<file path="config.mk">
export PLATFORM = sky130hd
export DESIGN_NAME = imlu_site_eval
export DESIGN_NICKNAME = d
export VERILOG_FILES = /design/src/design/imlu_pkg.sv /design/src/design/imlu_site_eval.sv
export SDC_FILE = /design/constraint.sdc
export NUM_CORES = 1
export LEC_CHECK = 0
export BUFFER_PORTS_ARGS = -buffer_cell sky130_fd_sc_hd__buf_2
export CAP_MARGIN = 10
export CORE_AREA = 4 4 157 159
export DETAILED_ROUTE_END_ITERATION = 10
export DIE_AREA = 0 0 161 163
export PLACE_DENSITY = 0.59
export SYNTH_ARGS = -nofsm -noshare
export SYNTH_HDL_FRONTEND = slang
export SYNTH_SLANG_ARGS = --single-unit
</file>
<file path="constraint.sdc">
create_clock -name vclk -period 6.3
set_input_delay 0 -clock vclk [all_inputs]
set_output_delay 0 -clock vclk [all_outputs]
set_load 0.05 [all_outputs]
</file>
<file path="src/design/imlu_pkg.sv">
// ----------------------------------------------------------------------------
// imlu_pkg
// Shared types and constants for the Metropolis Ising lattice update block.
// ----------------------------------------------------------------------------
package imlu_pkg;

  // Default lattice size
  localparam int ROWS_DEF = 64;
  localparam int COLS_DEF = 64;

  // Field widths of the transaction ports
  localparam int OP_W     = 2;
  localparam int SITE_W   = 6;
  localparam int RND_W    = 32;
  localparam int THRESH_W = 33;
  localparam int CLASS_W  = 4;
  localparam int ENERGY_W = 15;
  localparam int SUM_W    = 40;
  localparam int CFG_IDX_W = 3;

  // Number of acceptance thresholds, one per local class
  localparam int NUM_THRESH = 5;
  localparam logic [THRESH_W-1:0] THRESH_RESET = 33'h1_0000_0000;

  // Configuration register indexes
  localparam logic [CFG_IDX_W-1:0] CFG_THRESH_M4   = 3'd0;
  localparam logic [CFG_IDX_W-1:0] CFG_THRESH_M2   = 3'd1;
  localparam logic [CFG_IDX_W-1:0] CFG_THRESH_ZERO = 3'd2;
  localparam logic [CFG_IDX_W-1:0] CFG_THRESH_P2   = 3'd3;
  localparam logic [CFG_IDX_W-1:0] CFG_THRESH_P4   = 3'd4;

  // Saturation bounds of the sample sum
  localparam logic signed [SUM_W-1:0] SUM_MAX = 40'sh7F_FFFF_FFFF;
  localparam logic signed [SUM_W-1:0] SUM_MIN = 40'sh80_0000_0000;

  // Operation codes
  typedef enum logic [OP_W-1:0] {
    OP_SET       = 2'd0,
    OP_ATTEMPT   = 2'd1,
    OP_SUM_ADD   = 2'd2,
    OP_SUM_CLEAR = 2'd3
  } op_e;

  typedef logic [THRESH_W-1:0] thresh_t;

  // Site evaluation outcome
  typedef struct packed {
    logic                      flip;
    logic                      spin_now;
    logic signed [CLASS_W-1:0] local_class;
  } eval_t;

endpackage

</file>
<file path="src/design/imlu_site_eval.sv">
// ----------------------------------------------------------------------------
// imlu_site_eval
// Evaluates one site from its three row words: local class, threshold
// choice and flip decision for set and Metropolis attempt operations.
// ----------------------------------------------------------------------------
module imlu_site_eval #(
  parameter int COLS = imlu_pkg::COLS_DEF
) (
  input  logic [COLS-1:0]          word_up_i,
  input  logic [COLS-1:0]          word_ctr_i,
  input  logic [COLS-1:0]          word_dn_i,
  input  logic [$clog2(COLS)-1:0]  col_i,
  input  imlu_pkg::op_e            op_i,
  input  logic                     spin_value_i,
  input  logic [imlu_pkg::RND_W-1:0] rnd_i,
  input  imlu_pkg::thresh_t        thresh_i [imlu_pkg::NUM_THRESH],
  output imlu_pkg::eval_t          eval_o
);
  import imlu_pkg::*;

  localparam int CW = $clog2(COLS);

  logic [CW-1:0]    col_l;
  logic [CW-1:0]    col_r;
  logic             s;
  logic [2:0]       cnt;
  logic signed [4:0] two_cnt;
  logic signed [4:0] nsum;
  logic signed [4:0] cls;
  logic [2:0]       idx;
  logic             flip;

  // Wrap the column neighbors
  assign col_l = (col_i == '0) ? CW'(COLS - 1) : col_i - CW'(1);
  assign col_r = (col_i == CW'(COLS - 1)) ? '0 : col_i + CW'(1);

  assign s   = word_ctr_i[col_i];
  assign cnt = {2'b00, word_up_i[col_i]} + {2'b00, word_dn_i[col_i]}
             + {2'b00, word_ctr_i[col_l]} + {2'b00, word_ctr_i[col_r]};

  // Neighbor sum is 2*ones - 4; class is spin times that sum
  assign two_cnt = {1'b0, cnt, 1'b0};
  assign nsum    = two_cnt - 5'sd4;
  assign cls     = s ? nsum : -nsum;

  // Threshold index (class + 4) / 2
  assign idx = s ? cnt : 3'd4 - cnt;

  always_comb begin
    case (op_i)
      OP_SET:     flip = (spin_value_i != s);
      OP_ATTEMPT: flip = ({1'b0, rnd_i} < thresh_i[idx]);
      default:    flip = 1'b0;
    endcase
  end

  assign eval_o.flip        = flip;
  assign eval_o.spin_now    = s ^ flip;
  assign eval_o.local_class = cls[CLASS_W-1:0];

endmodule

</file>
==> metrics, run 1 <==
nets 1374; syn nets 923; Slew headroom 47.58%; worst hold path depth 4; GPL Wtd Cong 0.8773; Finished Layout Cells 1254; RSZ-0062 raised after global routing true; maxcap violations 0; CP Data Arrival Time 6.35 ns; Final Util 37.06%; TNS Setup -0.04985 ns; sequential share of the synthesized area 0%; cell taking the most area after synthesis mux4_2; multi-input logic area between 0.005 and 0.006 mm^2; n_diodes 0; Horiz. Die Dim 161 um; area grow syn2layout 68.61%; CP peak stage delay 0.56 ns; Layout fillers 2409; status finished with violations; top cells by count, synth 99 x mux4_2, 51 x mux2i_1, 40 x a22oi_1, 37 x ha_1, 24 x a21oi_1; post-layout min period 6.350 ns; WHS Endpoint eval_o[5]; GR Overflow Total 0; crit path kind in -> out; YS warnings 0; TritonRoute pass-1 iters 5; core area 0.02326 mm^2; Hold Crit Class in -> out; CP Max Fanout 6; final wirelength about 25000 um; failing checks setup timing; clkbuf count 0; Hold Buf Count CTS 0; Initial Util a little over a fifth; Pwr Total 2.794 mW; Pwr Density 324.1 mW/mm^2; Post-Syn Area per Cell 10.52 um^2; cell area after synthesis 0.005114 mm^2; post-route cell area 0.008622 mm^2; synth top area cells mux4_2 44%, mux2i_1 10%, ha_1 9.1%; worst slack at placement -0.4617 ns; initial antenna violation count 1; port bufs 403; Peak Freq 157.5 MHz; Crit-path slowest cell fa_2; cell repeated most along the worst path buf_6; count leader, synth mux4_2; IO Pins 404; Worst setup SP type primary input; fraction of layout cells with a size suffix above 1 between 70% and 80%; Yosys top cell area share between 40% and 50%; Pleak 3.960 nW; vias 6554; Unique masters post-synth 60; smallest hold slack a little over 0.5 ns; gr usage total 17.51%; Slew Viols, Final 0; drt initial violations 383; Antenna Nets Post-Route 0; slew at the pin with the worst max-slew slack 0.7834 ns; vias in the first global route approximately 6800; drt wl/cell 20.17 um; synthesized instance count 486; hold path start op_i[1]; largest net degree at the start of global routing 25; first-pass GRT wire length 36910 um; Site Rows 56; die area 0.02624 mm^2; Peak supply drop 0.1690 mV; post-detailed-route DRC marker count 0; CP Capture Type output pin; Die H ~160 um; Placed Cells 1233; register area 0 um^2; final hold violations 0; Vias/cell 5.226; fin worst setup slack -0.04985 ns; Req. time, crit path about 6.3 ns; Detailed Place HPWL 21840 um; period utilization 100.8%; sequential cell count 0; Final setup viols 1; Placed Instance Area 0.008030 mm^2
[how the worst max path moves through the flow]
| stage | to | from | slack (ns) | cells past startpoint |
|---|---|---|---|---|
| after floorplan | eval_o[4] | col_i[2] | -0.34 | 30 |
| after global placement | eval_o[4] | col_i[1] | -0.40 | 30 |
| after detailed placement | eval_o[4] | col_i[0] | -0.46 | 30 |
| after CTS | eval_o[4] | col_i[0] | -0.18 | 31 |
| after global routing | eval_o[4] | col_i[0] | -0.36 | 32 |
| final | eval_o[4] | col_i[0] | -0.05 | 33 |
[layout by cell type (no fill, tap or decap), types with 3 or more instances in the layout]
cell       count
a211o_1        3
and2_1         3
a211oi_1       8
a2111oi_0      3
nor2b_1        9
nor3_1         4
mux4_2        99
buf_12        12
and4_4         3
a211oi_2      12
o21ai_1        4
xnor2_1        4
mux2i_1       49
buf_2        399
o21a_1         4
a21oi_1       18
buf_4         68
a221oi_2       5
inv_1         10
buf_16         3
nand4_1        8
ha_1          33
o211ai_1       6
nand2_1       20
a22oi_2        9
a22oi_1       31
nand3_1       18
a21oi_2        4
nor2_1        16
buf_6          8
o21ai_0        5
[per-layer routing]
metal  up-vias  GRT usage (%)  wire length, um  part of all wire, %
met2       312          34.63            13690                   54
li1       3003              -                -                    -
met5         -              0               13                0.051
met3        30          1.468             1518                  6.0
met4         2          2.133              378                  1.5
met1      3207          21.15             9693                   38
[report_power, final]
group / internal (mW) / leakage, nW / switching (mW)
clock network: 0 / 0 / 0
registers: 0 / 0 / 0
logic: 1.46 / 3.96 / 1.33
total: 1.46 / 3.96 / 1.33
[critical path: cells and delay by family]
| kind | cells | cell delay, ns |
|---|---|---|
| XOR/XNOR | 1 | 0.16 |
| multiplexers | 2 | 0.27 |
| AND/OR/NAND/NOR | 4 | 0.80 |
| AO/OA/AOI/OAI | 12 | 2.10 |
| buffers and inverters | 9 | 1.11 |
| adder cells (fa/ha/maj) | 5 | 1.88 |
[final cells by class]
class                      count  share of cell area (%)
tap                          319                   4.629
multi-input combinational    429                   60.17
timing repair buffer         493                   34.60
inverter                      13                  0.6095
[timing repair]
action | in CTS | in global routing
gates resized for setup | 45 | 30
gates cloned | 5 | 0
buffers inserted | 13 | 5
pin swaps | 26 | 23
endpoints found under the setup margin | 2 | 2
[kinds of logic after synthesis]
| kind of cell | synth area share, % |
|---|---|
| AOI/OAI and AO/OA | 19.09 |
| other | 0.07333 |
| xor gates and xnor gates | 1.028 |
| and+or+nand+nor | 10.25 |
| adders and majority gates | 9.836 |
| muxes | 53.80 |
| buffers and inverters | 5.921 |
Power figures use the tool's default switching activity.
==> inputs of run 2 (changes only) <==
--- a/config.mk
+++ b/config.mk
@@ -11,6 +11,7 @@
 export DETAILED_ROUTE_END_ITERATION = 10
 export DIE_AREA = 0 0 161 163
 export PLACE_DENSITY = 0.59
+export SETUP_SLACK_MARGIN = 0.3
 export SYNTH_ARGS = -nofsm -noshare
 export SYNTH_HDL_FRONTEND = slang
 export SYNTH_SLANG_ARGS = --single-unit
==> run 2 against run 1 <==
The run still ends with setup timing left. First-iteration DRC count is 9.7% lower. Sequential share of layout area stayed put. Non-clock buffer count is 3 higher. Via count hardly changed. Die area stayed put. Power is 3.4% higher. Critical path depth is 1 higher. Design area is 0.59% lower. Core utilization is 0.22 points lower. Routed wire length is 1.0% lower. Critical path type unchanged.
==> metrics, run 2 (synthesis results as in run 1) <==
post-layout min period approximately 6.6 ns; most common cell after layout, fill and taps aside buf_2; fraction of layout cells with a size suffix above 1 69.62%; gr usage total between 10% and 20%; final wirelength 25040 um; GRT met3 Usage roughly 1.7%; met1 Use GR around a fifth; CP Capture Type output pin; period utilization 105.0%; drt wl/cell 19.92 um; GRT busiest layer met2; GR Overflow Total 0; Psw 1.326 mW; final hold violations 0; first-pass GRT wire length 36090 um; Hold Buf Count CTS 0; Slew Viols, Final 0; IO Pins ~400; Slew headroom between 40% and 50%; Layout fillers 2431; GR Layer Usage met2 about a third; CP peak stage delay 0.61 ns; Final setup viols 2; Worst setup SP type primary input; clkbuf count 0; Combinational Power Share between 90% and 100%; Horiz. Die Dim 161 um; initial antenna violation count 1; core area 0.02326 mm^2; nets 1377; Req. time, crit path between 6 and 7 ns; n_diodes 0; Pwr Total ~2.9 mW; Antenna Nets Post-Route 0; Peak supply drop between 0.1 and 0.15 mV; Vias/cell 5.216; Die H 163 um; Hold Crit Class in -> out; post-route cell area approximately 0.0086 mm^2; maxcap violations 0; crit path kind in -> out; Initial Util a little over a fifth; sequential cell count 0; CP Data Arrival Time 6.61 ns; RSZ-0062 raised after global routing true; CP Max Fanout 5; Pleak 3.969 nW; die area between 0.02 and 0.03 mm^2; Pwr Density 337.0 mW/mm^2; Sw Ratio 45.93%; register area 0 um^2; TritonRoute pass-1 iters 5; Placed Instance Area slightly above 0.008 mm^2; Site Rows 56; most frequent cells in the layout 399 x buf_2, 99 x mux4_2, 72 x buf_4; fin worst setup slack -0.3119 ns; Peak Freq 151.2 MHz; largest net degree at the start of global routing 25; GPL Wtd Cong about 0.9; slew at the pin with the worst max-slew slack 0.7789 ns; post-detailed-route DRC marker count 0; P_int 1.562 mW; Crit-path slowest cell fa_2; vias in the first global route 6909; drt initial violations 346; vias 6556; port bufs 403; sequential power share 0%; area grow syn2layout 67.60%; clock power share 0%; Detailed Place HPWL 21890 um; failing checks setup timing; status finished with violations
==> run 2: cell count changes in the layout (fill, tap and decap cells not counted), moves of 3 or more <==
cell      change
a211oi_2      -6
a221oi_2      -3
a221oi_1      +4
buf_4         +4
a211oi_1      +5
==> run 2: per-layer routing <==
| metal | vias up | wire (um) |
|---|---|---|
| met3 | 34 | 1656 |
| met1 | 3169 | 9710 |
| met2 | 344 | 13230 |
| met4 | 2 | 427 |
| met5 | - | 13 |
| li1 | 3007 | - |
==> run 2: final timing paths <==
path	startpoint	endpoint	slack [ns]	cells past startpoint
min	op_i[1]	eval_o[5]	0.49	4
max	col_i[0]	eval_o[4]	-0.31	34
==> run 2: final cells by class <==
cell class | instances | area, um^2 | area share (%)
Multi-Input combinational cell | 429 | 5117 | 59.71
Timing Repair Buffer | 496 | 3002 | 35.02
Tap cell | 319 | 399.1 | 4.657
Inverter | 13 | 52.55 | 0.6131
==> run 2: critical path: cells and delay by family <==
kind | cells | cell delay (ns)
mux | 4 | 1.13
simple gates | 6 | 0.92
buf+inv | 9 | 1.25
compound gates | 10 | 1.58
fa+ha+maj | 5 | 1.72
==> run 2: repair_timing <==
| action | CTS | global route |
|---|---|---|
| gates cloned | 2 | 2 |
| resized for setup | 23 | 23 |
| setup buffers | 5 | 3 |
| endpoints found under the setup margin | 2 | 2 |
| hold endpoints to repair | 0 | 0 |
| pin swaps | 4 | 7 |
==> run 2: power by group through the flow <==
| stage | clock network (mW) | logic, mW | registers (mW) |
|---|---|---|---|
| 5_1_grt | 0 | 3.15 | 0 |
| 6_report | 0 | 2.89 | 0 |
| 3_3_place_gp | 0 | 2.53 | 0 |
| 2_1_floorplan | 0 | 1.69 | 0 |
| 3_5_place_dp | 0 | 2.56 | 0 |
| 4_1_cts | 0 | 2.81 | 0 |
==> run 2: metrics by stage <==
stage	hold WS [ns]	worst slack, ns	setup TNS [ns]	util, %	std cells
3_3_place_gp	0.5215	-0.6630	-1.252	35.07	1245
6_report	0.4888	-0.3119	-0.5612	36.84	1257
4_1_cts	0.4977	-0.3881	-0.5688	36.04	1252
2_1_floorplan	0.3223	-0.3401	-0.3401	-	486
5_1_grt	0.5231	-0.6509	-1.208	36.84	1257
3_5_place_dp	0.5224	-0.6182	-1.166	35.07	1245
==> inputs of run 3 (changes only) <==
--- a/config.mk
+++ b/config.mk
@@ -10,7 +10,7 @@
 export CORE_AREA = 4 4 157 159
 export DETAILED_ROUTE_END_ITERATION = 10
 export DIE_AREA = 0 0 161 163
-export PLACE_DENSITY = 0.59
+export PLACE_DENSITY_LB_ADDON = 0.15
 export SETUP_SLACK_MARGIN = 0.3
 export SYNTH_ARGS = -nofsm -noshare
 export SYNTH_HDL_FRONTEND = slang
==> run 3 against run 2 <==
The flow still finishes with violations (setup timing). Count of clock-buffer cells in the layout unchanged. Hold slack worse by 0.025 ns. Worst setup slack better by 0.056 ns. Routed wire length up 2.5%. Via count down 2.3%. Fmax up 0.86%. Die area unchanged. Non-clock buffer count up 21.
==> metrics, run 3 (synthesis results as in run 1) <==
status finished with violations; failing checks setup timing; Final Util approximately 38%; vias in the first global route 6697; Finished Layout Cells about 1300; fin worst setup slack -0.2555 ns; sequential cell count 0; Peak supply drop 0.2225 mV; Pwr Total 2.995 mW; Peak Freq approximately 150 MHz; CP Max Fanout 6; CP peak stage delay 0.60 ns; nets 1398; hold path start op_i[1]; RSZ-0062 raised after global routing true; Layout fillers 2389; Hold Crit Class in -> out; clock power share 0%; GR Overflow Total 0; fraction of layout cells with a size suffix above 1 between 70% and 80%; Placed Cells 1251; area grow syn2layout 71.72%; clkbuf count 0; P_int around 1.6 mW; final hold violations 0; n_diodes 0; Psw 1.380 mW; CP Capture Type output pin; die area 0.02624 mm^2; register area 0 um^2; port bufs 403; Pleak 4.079 nW; Hold Buf Count CTS 0; Antenna Nets Post-Route 0; Slew headroom 54.98%; GPL Wtd Cong between 0.8 and 0.9; most common cell after layout, fill and taps aside buf_2; Pwr Density 341.1 mW/mm^2; Detailed Place HPWL ~22000 um; TritonRoute pass-1 iters 4; Site Rows between 50 and 60; WHS Endpoint eval_o[5]; drt initial violations a little over 300; crit path kind in -> out; Horiz. Die Dim 161 um; multi-input logic area around 0.0051 mm^2; sequential power share 0%; Vias/cell 5.011; Final setup viols 2; Req. time, crit path 6.30 ns; Sw Ratio 46.07%; drt wl/cell 20.09 um; final wirelength 25670 um; TNS Setup -0.3631 ns; largest net degree at the start of global routing 38; CP Data Arrival Time 6.56 ns; IO Pins 404; cell repeated most along the worst path buf_12; Crit-path slowest cell fa_2; first-pass GRT wire length 37120 um; maxcap violations 0; initial antenna violation count 0; Initial Util a little over a fifth; most frequent cells in the layout 398 x buf_2, 99 x mux4_2, 91 x buf_4; gr usage total between 10% and 20%; period utilization 104.1%; Slew Viols, Final 0; post-layout min period 6.556 ns; Worst setup SP type primary input; Combinational Power Share 100.0%; vias 6404; worst hold path depth 4; slew at the pin with the worst max-slew slack 0.6728 ns; core area 0.02326 mm^2; post-detailed-route DRC marker count 0; Die H 163 um
==> run 3: cell types whose count changed in the layout (fill, tap and decap cells not counted), sizes merged <==
cell and delta:
clkbuf -1, buf +22
==> run 3: final cells by class <==
type	count	share of cell area, %
Multi-Input combinational cell	429	58.51
Timing Repair Buffer	517	36.35
Tap cell	319	4.545
Inverter	13	0.5985
==> run 3: routing by layer <==
layer  GRT usage [%]  wire, um
met5               0         0
met4          0.5041        55
met3           2.151      1647
met2           34.38     13640
met1           22.17     10330
==> run 3: through the flow <==
step                      cell area (um^2)  hold slack, ns  setup WS, ns
after floorplan                       5281          0.3223       -0.3401
after global placement                8205          0.4768       -0.5119
after detailed placement              8205          0.4796       -0.5568
after CTS                             8553          0.4591       -0.2360
after global routing                  8781          0.4975       -0.5002
final                                 8781          0.4635       -0.2555
==> run 3: power groups by stage <==
| stage | combinational, mW | sequential [mW] | clock, mW |
|---|---|---|---|
| 2_1_floorplan | 1.69 | 0 | 0 |
| 3_3_place_gp | 2.59 | 0 | 0 |
| 3_5_place_dp | 2.59 | 0 | 0 |
| 4_1_cts | 2.85 | 0 | 0 |
| 5_1_grt | 3.26 | 0 | 0 |
| 6_report | 2.99 | 0 | 0 |
==> run 3: worst max-delay path by stage <==
stage,from,end,cells after the start
6_report,col_i[0],eval_o[4],33
5_1_grt,col_i[0],eval_o[4],33
4_1_cts,col_i[1],eval_o[4],31
3_5_place_dp,col_i[0],eval_o[4],30
3_3_place_gp,col_i[0],eval_o[4],31
2_1_floorplan,col_i[2],eval_o[4],30
==> run 3: repair_timing <==
item	in CTS	in global routing
gates resized for setup	36	27
endpoints found under the setup margin	2	2
pin swaps	27	10
buffers inserted	14	9
cloned	3	1
==> run 3: critical path: cells and delay by family <==
kind,cells,cell delay (ns)
buf+inv,8,0.99
compound gates,10,1.84
fa+ha+maj,5,1.93
simple gates,7,0.99
mux,3,0.78
